===== src/rmq_pkg.sv =====
`default_nettype none

package rmq_pkg;

    // Fixed-point format of the matrix elements and the quaternion.
    localparam int FRAC_BITS = 14;
    localparam int ONE       = 1 << FRAC_BITS;
    localparam int FLD_W     = 16;

    // Largest magnitude of a raw quaternion term is three full-scale
    // elements plus one.
    localparam int MAG_W  = $clog2(3 * 32768 + ONE + 1);
    localparam int Q_W    = MAG_W + 1;

    // The largest normalized magnitude lies in [2^29, 2^30).
    localparam int NRM_W  = 30;
    localparam int SH_W   = $clog2(NRM_W);
    localparam int SQ_W   = 2 * NRM_W;
    localparam int SUM_W  = SQ_W + 2;
    localparam int ROOT_W = SUM_W / 2;
    localparam int REM_W  = ROOT_W + 2;

    // Division: quotient never exceeds ONE.
    localparam int QUO_W  = FRAC_BITS + 1;
    localparam int DIVD_W = NRM_W + FRAC_BITS + 1;

    // Queue between the front and back ends.
    localparam int QDEPTH = 4;
    localparam int QPTR_W = $clog2(QDEPTH);

    localparam logic signed [Q_W-1:0] S_ONE = Q_W'(ONE);
    localparam logic [FLD_W-1:0] QW_IDENT = (ONE > 32767) ? 16'h7fff : FLD_W'(ONE);

    typedef enum logic [1:0] {
        AXIS_X,
        AXIS_Y,
        AXIS_Z
    } rmq_axis_t;

    typedef struct packed {
        logic signed [FLD_W-1:0] m00;
        logic signed [FLD_W-1:0] m01;
        logic signed [FLD_W-1:0] m02;
        logic signed [FLD_W-1:0] m10;
        logic signed [FLD_W-1:0] m11;
        logic signed [FLD_W-1:0] m12;
        logic signed [FLD_W-1:0] m20;
        logic signed [FLD_W-1:0] m21;
        logic signed [FLD_W-1:0] m22;
    } rmq_in_t;

    typedef struct packed {
        logic signed [FLD_W-1:0] qw;
        logic signed [FLD_W-1:0] qx;
        logic signed [FLD_W-1:0] qy;
        logic signed [FLD_W-1:0] qz;
    } rmq_out_t;

    // Classified item: sign and magnitude of the unnormalized quaternion.
    typedef struct packed {
        logic                  ident;
        logic [3:0]            neg;
        logic [3:0][MAG_W-1:0] mag;
    } rmq_item_t;

    // Item after normalization of the magnitudes.
    typedef struct packed {
        logic                  ident;
        logic [3:0]            neg;
        logic [3:0][NRM_W-1:0] mag;
    } rmq_vec_t;

    // Square-root stage contents.
    typedef struct packed {
        logic [SUM_W-1:0]  rad;
        logic [REM_W-1:0]  rem;
        logic [ROOT_W-1:0] root;
        rmq_vec_t          vec;
    } rmq_sq_t;

    // Division stage contents, four lanes.
    typedef struct packed {
        logic                   ident;
        logic [3:0]             neg;
        logic [ROOT_W-1:0]      root;
        logic [3:0][DIVD_W-1:0] rem;
        logic [3:0][QUO_W-1:0]  quo;
    } rmq_div_t;

    // Limit a quotient to ONE, apply the sign and clamp to the field.
    function automatic logic [FLD_W-1:0] rmq_to_field(input logic [QUO_W-1:0] v,
                                                     input logic neg);
        logic [QUO_W-1:0] lim;
        logic [31:0]      ext;
        logic [31:0]      nv;
        lim = (v > QUO_W'(ONE)) ? QUO_W'(ONE) : v;
        ext = 32'(lim);
        nv  = 32'd0 - ext;
        if (!neg) begin
            rmq_to_field = (ext > 32'd32767) ? 16'h7fff : ext[FLD_W-1:0];
        end else begin
            rmq_to_field = (ext > 32'd32768) ? 16'h8000 : nv[FLD_W-1:0];
        end
    endfunction

endpackage

`default_nettype wire


===== src/rmq_front.sv =====
`default_nettype none

module rmq_front import rmq_pkg::*; (
    input  wire logic      aclk,
    input  wire logic      aresetn,
    input  wire logic      s_valid,
    output logic           s_ready,
    input  wire rmq_in_t   s_data,
    output logic           out_valid,
    input  wire logic      out_ready,
    output rmq_item_t      out_item
);

    logic signed [Q_W-1:0] a00, a01, a02, a10, a11, a12, a20, a21, a22;
    logic signed [Q_W-1:0] t, s, s_raw, dii;
    logic signed [Q_W-1:0] q [4];
    rmq_axis_t             axis;
    rmq_item_t             item;
    logic                  fv_reg;
    rmq_item_t             fi_reg;

    // Sign-extend the elements so that sums and differences cannot wrap.
    assign a00 = Q_W'(s_data.m00);
    assign a01 = Q_W'(s_data.m01);
    assign a02 = Q_W'(s_data.m02);
    assign a10 = Q_W'(s_data.m10);
    assign a11 = Q_W'(s_data.m11);
    assign a12 = Q_W'(s_data.m12);
    assign a20 = Q_W'(s_data.m20);
    assign a21 = Q_W'(s_data.m21);
    assign a22 = Q_W'(s_data.m22);

    // Pick the branch and build the unnormalized quaternion.
    always_comb begin
        t     = a00 + a11 + a22;
        axis  = AXIS_X;
        if (a11 > a00) begin
            axis = AXIS_Y;
        end
        dii   = (axis == AXIS_Y) ? a11 : a00;
        if (a22 > dii) begin
            axis = AXIS_Z;
        end
        s_raw = '0;
        s     = '0;
        q[0]  = '0;
        q[1]  = '0;
        q[2]  = '0;
        q[3]  = '0;
        if (t > 0) begin
            s    = t + S_ONE;
            q[0] = s;
            q[1] = a21 - a12;
            q[2] = a02 - a20;
            q[3] = a10 - a01;
        end else begin
            case (axis)
                AXIS_Y: begin
                    s_raw = a11 - a22 - a00 + S_ONE;
                    s     = (s_raw < 0) ? '0 : s_raw;
                    q[0]  = a02 - a20;
                    q[1]  = a01 + a10;
                    q[2]  = s;
                    q[3]  = a21 + a12;
                end
                AXIS_Z: begin
                    s_raw = a22 - a00 - a11 + S_ONE;
                    s     = (s_raw < 0) ? '0 : s_raw;
                    q[0]  = a10 - a01;
                    q[1]  = a02 + a20;
                    q[2]  = a12 + a21;
                    q[3]  = s;
                end
                default: begin
                    s_raw = a00 - a11 - a22 + S_ONE;
                    s     = (s_raw < 0) ? '0 : s_raw;
                    q[0]  = a21 - a12;
                    q[1]  = s;
                    q[2]  = a10 + a01;
                    q[3]  = a20 + a02;
                end
            endcase
        end
        item.ident = (s == 0);
        for (int n = 0; n < 4; n++) begin
            item.neg[n] = q[n][Q_W-1];
            item.mag[n] = q[n][Q_W-1] ? MAG_W'(-q[n]) : MAG_W'(q[n]);
        end
    end

    // One register stage toward the queue.
    assign s_ready   = !fv_reg || out_ready;
    assign out_valid = fv_reg;
    assign out_item  = fi_reg;

    always_ff @(posedge aclk) begin
        if (!aresetn) begin
            fv_reg <= 1'b0;
        end else if (s_ready) begin
            fv_reg <= s_valid;
        end
    end

    always_ff @(posedge aclk) begin
        if (s_valid && s_ready) begin
            fi_reg <= item;
        end
    end

endmodule

`default_nettype wire


===== config.mk =====
export PLATFORM = sky130hd
export DESIGN_NAME = rmq_front
export DESIGN_NICKNAME = d
export VERILOG_FILES = /design/src/rmq_pkg.sv /design/src/rmq_front.sv
export SDC_FILE = /design/constraint.sdc
export NUM_CORES = 1
export LEC_CHECK = 0
export ABC_AREA = 0
export BUFFER_PORTS_ARGS = -buffer_cell sky130_fd_sc_hd__buf_2
export CORE_ASPECT_RATIO = 0.8
export CORE_MARGIN = 10
export CORE_UTILIZATION = 50
export CTS_CLUSTER_SIZE = 20
export DETAILED_ROUTE_END_ITERATION = 10
export PLACE_DENSITY = 0.7
export SLEW_MARGIN = 30
export SYNTH_ARGS = -nofsm -noshare
export SYNTH_HDL_FRONTEND = slang
export SYNTH_SLANG_ARGS = --single-unit
export TNS_END_PERCENT = 100

===== constraint.sdc =====
create_clock -name aclk -period 20.4 [get_ports aclk]
set_input_delay 1.02 -clock aclk [delete_from_list [all_inputs] [get_ports aclk]]
set_output_delay 1.02 -clock aclk [all_outputs]
set_load 0.01 [all_outputs]

==> results.toml <==
[run_status]
status = "completed"

[cts]
cts_inserted_buffers = 9
clk_pin_slew_worst_paths_ns = 0.06
post_cts_buffers = 0
insertion_delay_ns = 0.35
ctsHtreeMaxLevel = 3
cts_tree = "done"
cts.repair.resized = 0
clockBufferDepth = 2
root_buffer = "clkbuf_16"
clock_sink_count = 74
hold_buffers = 0

[pwr]
power_switching_mw = 0.990
power_frac_comb = 0.758
power.leakage_nw = 8.61
vdd_ir_drop_max_mv = 0.0556
pwr-share-seq = 0.151
powerDensity_nw_per_um2 = 93.4
intPower_mw = 0.824
switching_share = 0.546
power_frac_clock = 0.091

[final_layout]
fin_nets = 2841
synthToLayoutAreaGrowth_pct = 9.87
postLayoutCoreUtil = 0.558
drive_above_1_share = 0.133
diodes = 0

[synth]
yosys_warnings = 0
synth_nets = 2685
yosysSeqAreaShare = 0.125
ys_async_sr_fraction = 0
synth.most_common_cell = "ha_1"
synth_edf_count = 73
synth_cells = 2204
synth_top_area_cell = "ha_1"
synth.distinct_cells = 103
syn_area_per_cell_um2 = 8.02
synth_common_cells = "ha_1, inv_1, nor2_1, a21oi_1, nand2_1"
netlist_area_um2 = 17700
synth_top_area_share = 0.183
synth_area_leaders = "ha_1, edfxtp_1, fa_1, xnor2_1, a21oi_1"
synth-seq-cells = 74
ys.flop_type = "edfxtp_1"

[global_route]
grt_pass1_vias = 16800
grt_max_degree = 89
antenna_found_initial = 2
grt_first_pass_wirelength_um = 105000
track_usage = 0.310
overflow = 0

[floorplan]
ios = 223
die_x_um = 230
core_um2 = 34800
initial_core_util = 0.508
die-area_um2 = 43300
rows = 61
die_y_um = 188

[routing]
drt-initial-drc-count = 2136
vias = 17800
vias_per_cell = 6.26
drt-wirelength-per-cell_um = 24.7
drt-total-wl_um = 70100
drc = 0
ant_nets = 0
dr.pass1.iters = 6

[critical_path]
critPathMaxFanout = 53
worstSetupPathType = "input port to flip-flop"
endpoint_kind = "flip-flop"
cpMostUsedCell = "ha_1"
worstPathArrival_ns = 7.81
required_ns = 20.53
crit_path_top_delay_cell = "buf_4"
crit_path_start_kind = "input port"
slowest_delay_ns = 0.64
path_cells = "buf_2 -> fa_1 -> ha_1 -> inv_1 -> fa_1 -> nand2b_1 -> a21oi_2 -> o311a_1 -> nor4_4 -> o31ai_1 -> a21oi_1 -> xnor2_1 -> inv_1 -> ha_1 -> or4b_1 -> a21oi_2 -> a31o_2 -> buf_4 -> nor2_1 -> a21oi_1 -> ha_1 -> o211ai_1 -> or3_1 -> o41ai_1"

[placed_design]
port_buffers = 222
hpwl_um = 59700
pre_cts_ws_ns = 12.32
gp_congestion = 1.07

[sta]
fin_skew_ns = 0.00846
final-setup-viol-count = 0
rsz0062_at_grt = "false"
fmax_mhz = 130
min_period_over_period = 0.377
setup_tns_ns = 0
maxSlewHeadroom = 0.337
drv_slew = 0
fin_crit_ns = 7.68
hold_slack_ns = 0.559
worst_pin_slew_ns = 0.992
setup_slack_ns = 12.72
finalHoldViolCount = 0

[job]
cap_violations = 0

[worst_hold_path]
min_path_type = "flip-flop to flip-flop"
[metrics by stage]
stage	std cells	power [mW]	cell area [µm²]
after floorplan	2204	1.15	17700
after global placement	2821	1.59	19100
after detailed placement	2821	1.60	19100
after CTS	2837	1.77	19400
after global routing	2837	1.92	19400
final	2837	1.81	19400
[cell families (layout without fill, tap and decap cells)]
kind of cell | count (synthesis) | count (layout) | synth area share
buffers and inverters | 295 | 456 | 0.0670
flip-flops | 74 | 74 | 0.125
AND/OR/NAND/NOR | 646 | 646 | 0.185
multiplexers | 42 | 42 | 0.0246
adder cells (fa/ha/maj) | 333 | 333 | 0.267
XOR/XNOR | 169 | 169 | 0.0842
AO/OA/AOI/OAI | 645 | 645 | 0.247
[critical path, delay by kind of cell]
family / cells / cell delay (ns)
AND/OR/NAND/NOR: 5 / 1.28
adder cells (fa/ha/maj): 5 / 1.65
XOR/XNOR: 1 / 0.18
buffers and inverters: 4 / 0.98
AO/OA/AOI/OAI: 9 / 2.65
[sequential cells by signal, summed over array words and instances, names as in the netlist]
register   count
out_valid      1
out_item      73
[per-layer routing]
layer	routed length (µm)	vias up	global-route usage
li1	-	8255	-
met1	32900	8509	0.466
met2	27500	910	0.430
met3	8280	90	0.0871
met4	1410	0	0.0546
met5	0	-	0
[worst paths after layout]
path                            slack (ns)                      to  cells past startpoint                    from
worst min-delay path                  0.56  out_valid$_SDFFE_PN0N_                      2  out_valid$_SDFFE_PN0N_
worst min register to register        0.56  out_valid$_SDFFE_PN0N_                      2  out_valid$_SDFFE_PN0N_
worst max register to register       18.72  out_item[34]$_DFFE_PP_                      3  out_valid$_SDFFE_PN0N_
worst max-delay path                 12.72  out_item[33]$_DFFE_PP_                     24               s_data[1]
[layout make-up]
type	count	area [µm²]
Fill cell	3364	15400
Multi-Input combinational cell	1835	14300
Sequential cell	74	2210
Timing Repair Buffer	237	1230
Inverter	203	762
Tap cell	472	591
Clock buffer	9	225
Clock inverter	7	82.6
[power groups by stage]
stage	Clock, mW	Combinational [mW]	Sequential [mW]
CTS	0.169	1.33	0.275
finish	0.165	1.38	0.274
detailed placement	0	1.32	0.278
global route	0.174	1.47	0.279
global placement	0	1.31	0.277
floorplan	0	0.840	0.307
[layout by cell type, fill, tap and decap left out, types with 9 or more instances in the layout]
cell type	Yosys	final
a31oi_1	30	30
or4_1	10	10
nand3_1	52	52
o41ai_1	11	11
nand2_1	131	131
nor3_1	61	61
o21a_1	22	22
nand2b_1	28	28
mux2i_1	33	33
o21ai_0	112	112
or2_2	11	11
nor4_1	11	11
nor3b_1	13	12
fa_1	74	74
edfxtp_1	73	73
a21oi_1	164	164
a22oi_1	9	9
xor2_1	55	55
nor2b_1	37	37
or3_1	20	20
and3_1	20	20
o211ai_1	24	24
o2111ai_1	10	10
nor2_1	194	194
o21bai_1	12	12
o21ai_1	19	19
inv_1	202	202
xnor2_1	113	113
and2_1	14	13
o31ai_1	32	32
a211oi_1	40	40
buf_4	8	14
ha_1	259	259
buf_2	25	222
a21o_1	25	25
clkbuf_16	0	9
a311oi_1	10	9
Power figures use the tool's default switching activity.
