`config.mk`:
```
export PLATFORM = sky130hd
export DESIGN_NAME = rmq_queue
export DESIGN_NICKNAME = d
export VERILOG_FILES = /design/src/rmq_pkg.sv /design/src/rmq_queue.sv
export SDC_FILE = /design/constraint.sdc
export NUM_CORES = 1
export LEC_CHECK = 0
export BUFFER_PORTS_ARGS = -buffer_cell sky130_fd_sc_hd__buf_4
export CORE_MARGIN = 3
export CORE_UTILIZATION = 55
export CTS_CLUSTER_DIAMETER = 120
export CTS_CLUSTER_SIZE = 16
export DETAILED_ROUTE_END_ITERATION = 6
export PLACE_DENSITY = 0.85
export SYNTH_ARGS = -nofsm -noshare
export SYNTH_HDL_FRONTEND = slang
export SYNTH_SLANG_ARGS = --single-unit
```
`constraint.sdc`:
```
create_clock -name aclk -period 4.29 [get_ports aclk]
set_input_delay 0.2145 -clock aclk [delete_from_list [all_inputs] [get_ports aclk]]
set_output_delay 0.2145 -clock aclk [all_outputs]
set_load 0.02 [all_outputs]
```
`src/rmq_pkg.sv`:
```
`default_nettype none

package rmq_pkg;

    // Fixed-point format of the matrix elements and the quaternion.
    localparam int FRAC_BITS = 14;
    localparam int ONE       = 1 << FRAC_BITS;
    localparam int FLD_W     = 16;

    // Largest magnitude of a raw quaternion term is three full-scale
    // elements plus one.
    localparam int MAG_W  = $clog2(3 * 32768 + ONE + 1);
    localparam int Q_W    = MAG_W + 1;

    // The largest normalized magnitude lies in [2^29, 2^30).
    localparam int NRM_W  = 30;
    localparam int SH_W   = $clog2(NRM_W);
    localparam int SQ_W   = 2 * NRM_W;
    localparam int SUM_W  = SQ_W + 2;
    localparam int ROOT_W = SUM_W / 2;
    localparam int REM_W  = ROOT_W + 2;

    // Division: quotient never exceeds ONE.
    localparam int QUO_W  = FRAC_BITS + 1;
    localparam int DIVD_W = NRM_W + FRAC_BITS + 1;

    // Queue between the front and back ends.
    localparam int QDEPTH = 4;
    localparam int QPTR_W = $clog2(QDEPTH);

    localparam logic signed [Q_W-1:0] S_ONE = Q_W'(ONE);
    localparam logic [FLD_W-1:0] QW_IDENT = (ONE > 32767) ? 16'h7fff : FLD_W'(ONE);

    typedef enum logic [1:0] {
        AXIS_X,
        AXIS_Y,
        AXIS_Z
    } rmq_axis_t;

    typedef struct packed {
        logic signed [FLD_W-1:0] m00;
        logic signed [FLD_W-1:0] m01;
        logic signed [FLD_W-1:0] m02;
        logic signed [FLD_W-1:0] m10;
        logic signed [FLD_W-1:0] m11;
        logic signed [FLD_W-1:0] m12;
        logic signed [FLD_W-1:0] m20;
        logic signed [FLD_W-1:0] m21;
        logic signed [FLD_W-1:0] m22;
    } rmq_in_t;

    typedef struct packed {
        logic signed [FLD_W-1:0] qw;
        logic signed [FLD_W-1:0] qx;
        logic signed [FLD_W-1:0] qy;
        logic signed [FLD_W-1:0] qz;
    } rmq_out_t;

    // Classified item: sign and magnitude of the unnormalized quaternion.
    typedef struct packed {
        logic                  ident;
        logic [3:0]            neg;
        logic [3:0][MAG_W-1:0] mag;
    } rmq_item_t;

    // Item after normalization of the magnitudes.
    typedef struct packed {
        logic                  ident;
        logic [3:0]            neg;
        logic [3:0][NRM_W-1:0] mag;
    } rmq_vec_t;

    // Square-root stage contents.
    typedef struct packed {
        logic [SUM_W-1:0]  rad;
        logic [REM_W-1:0]  rem;
        logic [ROOT_W-1:0] root;
        rmq_vec_t          vec;
    } rmq_sq_t;

    // Division stage contents, four lanes.
    typedef struct packed {
        logic                   ident;
        logic [3:0]             neg;
        logic [ROOT_W-1:0]      root;
        logic [3:0][DIVD_W-1:0] rem;
        logic [3:0][QUO_W-1:0]  quo;
    } rmq_div_t;

    // Limit a quotient to ONE, apply the sign and clamp to the field.
    function automatic logic [FLD_W-1:0] rmq_to_field(input logic [QUO_W-1:0] v,
                                                     input logic neg);
        logic [QUO_W-1:0] lim;
        logic [31:0]      ext;
        logic [31:0]      nv;
        lim = (v > QUO_W'(ONE)) ? QUO_W'(ONE) : v;
        ext = 32'(lim);
        nv  = 32'd0 - ext;
        if (!neg) begin
            rmq_to_field = (ext > 32'd32767) ? 16'h7fff : ext[FLD_W-1:0];
        end else begin
            rmq_to_field = (ext > 32'd32768) ? 16'h8000 : nv[FLD_W-1:0];
        end
    endfunction

endpackage

`default_nettype wire

```
`src/rmq_queue.sv`:
```
`default_nettype none

module rmq_queue import rmq_pkg::*; (
    input  wire logic      aclk,
    input  wire logic      aresetn,
    input  wire logic      push_valid,
    output logic           push_ready,
    input  wire rmq_item_t push_item,
    output logic           pop_valid,
    input  wire logic      pop_ready,
    output rmq_item_t      pop_item
);

    rmq_item_t         mem_reg [QDEPTH];
    logic [QPTR_W-1:0] wr_reg, rd_reg;
    logic [QPTR_W:0]   cnt_reg;
    logic              do_push, do_pop;

    assign push_ready = (cnt_reg != (QPTR_W+1)'(QDEPTH));
    assign pop_valid  = (cnt_reg != '0);
    assign pop_item   = mem_reg[rd_reg];
    assign do_push    = push_valid && push_ready;
    assign do_pop     = pop_valid && pop_ready;

    // Pointers and fill count.
    always_ff @(posedge aclk) begin
        if (!aresetn) begin
            wr_reg  <= '0;
            rd_reg  <= '0;
            cnt_reg <= '0;
        end else begin
            if (do_push) begin
                wr_reg <= wr_reg + 1'b1;
            end
            if (do_pop) begin
                rd_reg <= rd_reg + 1'b1;
            end
            if (do_push && !do_pop) begin
                cnt_reg <= cnt_reg + 1'b1;
            end else if (do_pop && !do_push) begin
                cnt_reg <= cnt_reg - 1'b1;
            end
        end
    end

    always_ff @(posedge aclk) begin
        if (do_push) begin
            mem_reg[wr_reg] <= push_item;
        end
    end

endmodule

`default_nettype wire

```
==> out/results.txt, run 1 <==
Clock Sinks -> 301
Clock Path Buffers -> 3
Switching Share -> 28.0%
Gpl congestion -> 0.737
Worst Path Max Fanout -> 44
PwrDens -> 569 nW/µm²
Synth warn -> 0
Startpoint types -> flip-flop
Hold Path Class -> input port to flip-flop
Post-synthesis net count -> 512
Max-slew headroom -> 24.9%
Clk_lat worst skew -> 0.50 ns
Multiplexer area fraction after synthesis -> 15.1%
Root Driver -> clkbuf_16
Drt first-iter violations -> 277
Final instance area -> 13700 µm²
Fin crit share -> 64.6%
Setup Skew -> 0.00998 ns
Dominant synthesized flop cell -> edfxtp_1
Yosys cell types -> 25
Cell Area, Synth -> 11100 µm²
Post-synth top area share -> 79.1%
Yosys reg bits -> 301
Mean Syn Cell Area -> 25.8 µm²
H-tree depth -> 1
Worst setup margin -> 1.52 ns
RSZ-0062 raised after global routing -> no
Final ANT Viol Nets -> 0
Cells after Synth -> 429
Req. time, crit path -> 4.08 ns
Crit path max-delay family -> flip-flops
Die Area -> 21900 µm²
WL/cell -> 21.4 µm
Crit path DAT -> 2.56 ns
Clk pwr share -> 23.8%
Fmax -> 361 MHz
Synth Area in Compound Gates -> 0.406%
Final TNS setup -> 0 ns
Seq pwr share -> 48.9%
Worst-path clk slew -> 0.07 ns
Sequential area share after synthesis -> 80.7%
Largest net degree at the start of global routing -> 74
Die span in y -> 148 µm
Status -> complete, no violations
CTS buffer count -> 22
Critical-path top delay cell -> dfxtp_4
Initial Util -> 56.4%
Number of synthesized flops with an enable pin -> 292
Post-synthesis xor/xnor area fraction -> 0.316%
Row count -> 51
Initial antenna violation count -> 0
Vias -> 5157
Synth Area in Simple Gates -> 0.824%
Final-report max-slew violation count -> 0
First-pass GRT wire length -> 32200 µm
HPWL after DPL -> 11200 µm
Combinational Power Share -> 27.3%
CTS tree -> yes
Max-cap violations -> 0
Final Setup Violations -> 0
Drc violations -> 0
Overall Power -> 7.82 mW
IO buf count -> 151
Most frequent cell after synthesis -> edfxtp_1
Share of post-route cells with drive strength above 1 -> 38.3%
Leakage -> 4.62 nW
Setup slack at placement -> 1.86 ns
Number of global-route vias before repair -> 5800
All-Layer GR Usage -> 18.9%
Core Region -> 19700 µm²
Adder-Cell Fraction of Synth Area -> 0.745%
WS Path Type -> flip-flop to output pin
Internal Power -> 5.63 mW
Largest cells by area after synthesis -> edfxtp_1 (79%), mux4_2 (15%), dfxtp_1 (1.6%)
Final hold viol count -> 0
Tmin final -> 2.77 ns
Cell accounting for the most synthesized area -> edfxtp_1
Count of TritonRoute iterations in the first routing pass -> 6
Nets@finish -> 745
Max reg flops -> 292
Final wirelength -> 20100 µm
Congestion Overflow GR -> 0
Hold WS -> 0.166 ns
Crit path largest cell delay -> 0.95 ns
CP Capture Type -> output pin
Area Overhead vs Synth -> 24.0%
Vias per cell -> 5.52
Commonest cells in the synthesized netlist -> edfxtp_1 (292), mux4_2 (72), dfxtp_1 (9), and2_1 (8)
Async S/R FF share, synth -> 0%
Worst Tran Pin Value -> 1.13 ns
Worst vdd rail ir drop -> 0.404 mV
Crit-path cells -> buf_12 -> mux4_2 -> buf_4
Fill cells -> 1207
CP Buf/Inv Count -> 2
Switching pwr -> 2.19 mW
Largest family of logic cells by synthesized area -> multiplexers
Die X -> 148 µm
Post-Place Cell Area -> 12400 µm²
I/O pin cnt -> 152
[layout by cell type, fill, tap and decap left out, drive strengths merged]
| cell | instances |
|---|---|
| a21boi | 2 |
| and2 | 8 |
| buf | 152 |
| clkbuf | 30 |
| clkinv | 1 |
| dfxtp | 9 |
| diode | 1 |
| dlygate4sd3 | 74 |
| edfxtp | 292 |
| fa | 1 |
| ha | 5 |
| inv | 3 |
| mux2i | 3 |
| mux4 | 73 |
| nand2 | 5 |
| nor2 | 1 |
| nor2b | 1 |
| o21ai | 1 |
| o311ai | 1 |
| o31ai | 1 |
| or3 | 2 |
| xnor2 | 3 |
| xor2 | 1 |
[cells by family (layout without fill, tap and decap cells)]
kind of cell	after synthesis	in the layout
mux	76	76
compound gates	5	5
flops	301	301
xor+xnor	4	4
simple gates	17	17
buf+inv	20	260
fa+ha+maj	6	6
other cells	0	1
[metrics by stage]
| step | utilization [%] | cells |
|---|---|---|
| floorplan | - | 429 |
| global placement | 63.1 | 829 |
| detailed placement | 63.1 | 829 |
| CTS | 69.9 | 934 |
| global route | 69.9 | 934 |
| finish | 69.9 | 935 |
[power groups by stage]
stage / combinational (mW) / clock (mW) / sequential [mW]
floorplan: 1.56 / 0 / 3.70
global placement: 2.06 / 0 / 3.87
detailed placement: 2.09 / 0 / 3.91
CTS: 2.16 / 1.90 / 3.84
global route: 2.26 / 2.02 / 3.88
finish: 2.14 / 1.86 / 3.82
[area by class of cell]
cell class | count | area (µm²) | area share, %
Clock buffer | 30 | 602 | 4.38
Timing Repair Buffer | 226 | 1890 | 13.8
Inverter | 3 | 11.3 | 0.0819
Sequential cell | 301 | 8960 | 65.2
Antenna cell | 1 | 2.50 | 0.0182
Clock inverter | 1 | 5.00 | 0.0364
Tap cell | 265 | 332 | 2.41
Multi-Input combinational cell | 108 | 1940 | 14.1
[worst min-delay path, stage by stage]
cell and delay [ns]:
buf_4 0.12, o31ai_2 0.08, xnor2_1 0.08, and2_1 0.14
[final timing paths]
kind	start	endpoint	slack (ns)	cells after the start
max	flip-flop	pop_item[25]	1.52	3
min	pop_ready	flip-flop	0.17	4
max reg2reg	cnt_reg[0]	cnt_reg[2]	1.84	8
min reg2reg	wr_reg[1]	wr_reg[1]	0.52	2
[layer usage]
layer	track usage, %	vias to the layer above	wire length (µm)
met3	4.63	37	1370
li1	-	2284	-
met2	32.5	177	10600
met4	4.43	0	376
met5	0	-	0
met1	24.9	2659	7690
[what timing repair did]
item / 4_1_cts / 5_1_grt
buffers inserted: 0 / 0
hold buffers: 74 / 0
resized for setup: 0 / 0
endpoints found under the hold margin: 298 / 0
No activity file was read; power rests on OpenSTA's default activity.
==> run 2: changes to the inputs <==
ABC_AREA = 1   (was unset)
CORE_UTILIZATION = 51   (was 55)
PLACE_DENSITY = 0.83   (was 0.85)
clock period = 2.5 ns   (was 4.29 ns; I/O delays follow)
==> run 2 against run 1 <==
Net effect: register-to-register slack got worse by 1.5 ns; combinational power rose by 100%; sequential cell count did not move; clock skew rose by 0.0068 ns; worst setup slack got worse by 1.4 ns; largest power group unchanged.
==> out/results.txt, run 2 <==
Async S/R FF share, synth -> 0% (unchanged)
CTS buffer count -> 22 (unchanged)
Final instance area -> 14100 µm² (+2.5%)
Fin crit share -> 93.5%
All-Layer GR Usage -> 20.3% (+1.4 points)
Most frequent cells in the layout -> edfxtp_1 (292), buf_4 (160), nor2_1 (156), o21ai_0 (80), dlygate4sd3_1 (76)
Initial Util -> 52.8% (-3.6 points)
Commonest cells in the synthesized netlist -> edfxtp_1 (292), nor2_1 (160), o21ai_0 (80), o22ai_1 (73), o21ai_1 (67)
Worst Tran Pin Value -> 0.778 ns (-0.349 ns)
Max layer used -> met4
Gpl congestion -> 0.731 (-0.84%)
Setup Skew -> 0.0168 ns (+0.00683 ns)
Initial antenna violation count -> 0 (unchanged)
Clk_lat worst skew -> 0.51 ns (about the same)
Non-filler cells, final -> 1276 (+36%)
Largest cells by area after synthesis -> edfxtp_1 (77%), nor2_1 (5.3%), o22ai_1 (4.0%)
# placed instances -> 1169 (+41%)
Crit path max-delay family -> buffers and inverters
Congestion Overflow GR -> 0 (unchanged)
Critical-path top delay cell -> buf_4
Most frequent cell after synthesis -> edfxtp_1
Sequential area share after synthesis -> 79.1% (-1.6 points)
Core Region -> 21400 µm² (+9.0%)
Row count -> 53 (+3.9%)
Startpoint types -> flip-flop
Final wirelength -> 25100 µm (+25%)
Vias -> 7128 (+38%)
Final-report max-slew violation count -> 0 (unchanged)
Cells after Synth -> 774 (+80%)
Final Setup Violations -> 0 (unchanged)
Met3 wire len -> 1940 µm (+41%)
Dominant synthesized flop cell -> edfxtp_1
Yosys cell types -> 21 (-16%)
Number of synthesized flops with an enable pin -> 292 (unchanged)
Worst vdd rail ir drop -> 0.631 mV (+56%)
Largest net degree at the start of global routing -> 147 (+99%)
Clock Path Buffers -> 3 (unchanged)
Cell Area, Synth -> 11300 µm² (+2.1%)
Commonest non-fill, non-tap cell in the layout -> edfxtp_1
First-pass GRT wire length -> 38800 µm (+20%)
Area Overhead vs Synth -> 24.4%
Setup slack at placement -> 0.344 ns (-1.52 ns)
I/O pin cnt -> 152 (unchanged)
Post-synth top area share -> 77.5% (-1.6 points)
Multi-input gate area -> 2010 µm² (+3.7%)
Mean Syn Cell Area -> 14.6 µm² (-43%)
RSZ-0062 raised after global routing -> no
Metal2 WL -> 12800 µm (+21%)
Status -> complete, no violations
Final hold viol count -> 0 (unchanged)
Count of TritonRoute iterations in the first routing pass -> 5 (-1)
Diodes inserted -> 0 (-1)
Drt first-iter violations -> 491 (+77%)
Hold Path Class -> input port to flip-flop
Most used cell, CP -> buf_4
Nets@finish -> 1077 (+45%)
H-tree depth -> 1 (unchanged)
Max-slew headroom -> 48.1% (+23 points)
WL/cell -> 19.6 µm (-8.4%)
Clock Sinks -> 301 (unchanged)
Crit-path cells -> buf_4 -> o21ai_0 -> o22ai_1 -> buf_4
Worst Path Max Fanout -> 73 (+66%)
Tmin final -> 2.34 ns
Max-cap violations -> 0 (unchanged)
Final ANT Viol Nets -> 0 (unchanged)
Fmax -> 428 MHz
Post-synthesis net count -> 857 (+67%)
Worst setup margin -> 0.164 ns (-1.36 ns)
Root Driver -> clkbuf_16
HPWL after DPL -> 13700 µm (+23%)
CP Buf/Inv Count -> 2 (unchanged)
WS Path Type -> flip-flop to output pin
CP Capture Type -> output pin
Leakage -> 4.96 nW (+7.5%)
Number of global-route vias before repair -> 7094 (+22%)
Die X -> 155 µm (+4.7%)
Synth warn -> 0 (unchanged)
Drc violations -> 0 (unchanged)
Cell accounting for the most synthesized area -> edfxtp_1
Sequential cell area -> 8950 µm² (about the same)
Yosys reg bits -> 301 (unchanged)
Post-Place Cell Area -> 12700 µm² (+2.6%)
CTS tree -> yes
Die Area -> 24000 µm² (+9.6%)
Crit path largest cell delay -> 0.61 ns (-0.34 ns)
Share of post-route cells with drive strength above 1 -> 19.9% (-18 points)
PwrDens -> 976 nW/µm² (+72%)
End-of-flow core utilization -> 65.7% (-4.2 points)
Fill cells -> 1448 (+20%)
Max reg flops -> 292 (unchanged)
Crit path DAT -> 2.21 ns (-0.35 ns)
Worst-path clk slew -> 0.07 ns (about the same)
Req. time, crit path -> 2.38 ns (-1.70 ns)
Die span in y -> 155 µm (+4.7%)
M1 wire length -> 9940 µm (+29%)
Vias per cell -> 5.59 (+1.3%)
IO buf count -> 151 (unchanged)
Post-CTS setup repair buffer count -> 0 (unchanged)
-- run 2: changes by cell type after synthesis, sizes merged, moves of 18 or more --
cell and change:
o22ai +73, o21ai +146, clkbuf +18, nor2 +159, mux4 -73
-- run 2: path summary, 6_finish.rpt --
path,from,endpoint,slack (ns),cells after the start
max reg2reg,cnt_reg[0],cnt_reg[1],0.34,9
min reg2reg,rd_reg[1],flip-flop,0.49,2
min,push_item[13],mem_reg[1][13],0.35,2
max,flip-flop,pop_item[69],0.16,4
-- run 2: through the flow --
step / hold WS [ns] / total power [mW] / TNS [ns]
after floorplan: 0.224 / 8.92 / -203.86
after global placement: 0.327 / 10.4 / 0
after detailed placement: 0.328 / 10.5 / 0
after CTS: 0.345 / 13.8 / 0
after global routing: 0.364 / 14.4 / 0
final: 0.352 / 13.7 / 0
-- run 2: cells by family (layout without fill, tap and decap cells) --
family	after synthesis	in the layout	synth area share [%]
AO/OA/AOI/OAI	223	223	10.7
AND/OR/NAND/NOR	180	180	6.05
adder cells (fa/ha/maj)	6	6	0.730
XOR/XNOR	1	1	0.0774
buffers and inverters	63	290	3.39
flip-flops	301	301	79.1
-- run 2: report_power, final --
group	internal (mW)	leakage, nW	total, mW	switching, mW
registers	6.13	2.75	6.27	0.146
clock network	1.67	0.296	3.20	1.54
logic	1.52	1.92	4.27	2.75
total	9.31	4.96	13.7	4.43
-- run 2: routing by layer --
layer / vias up / GRT usage, %
met3: 32 / 3.95
met4: 0 / 4.46
met5: - / 0
met2: 282 / 35.0
li1: 3320 / -
met1: 3494 / 27.1
-- run 2: repair_timing --
item,in CTS,in global routing
setup endpoints to repair,0,0
hold buffers,76,0
gates resized for setup,0,0
hold endpoints to repair,301,0
-- run 2: cell type report --
| class | count | share of cell area [%] |
|---|---|---|
| Clock buffer | 30 | 4.27 |
| Inverter | 16 | 0.444 |
| Multi-Input combinational cell | 410 | 14.3 |
| Tap cell | 275 | 2.44 |
| Clock inverter | 1 | 0.0355 |
| Timing Repair Buffer | 243 | 14.9 |
| Sequential cell | 301 | 63.6 |
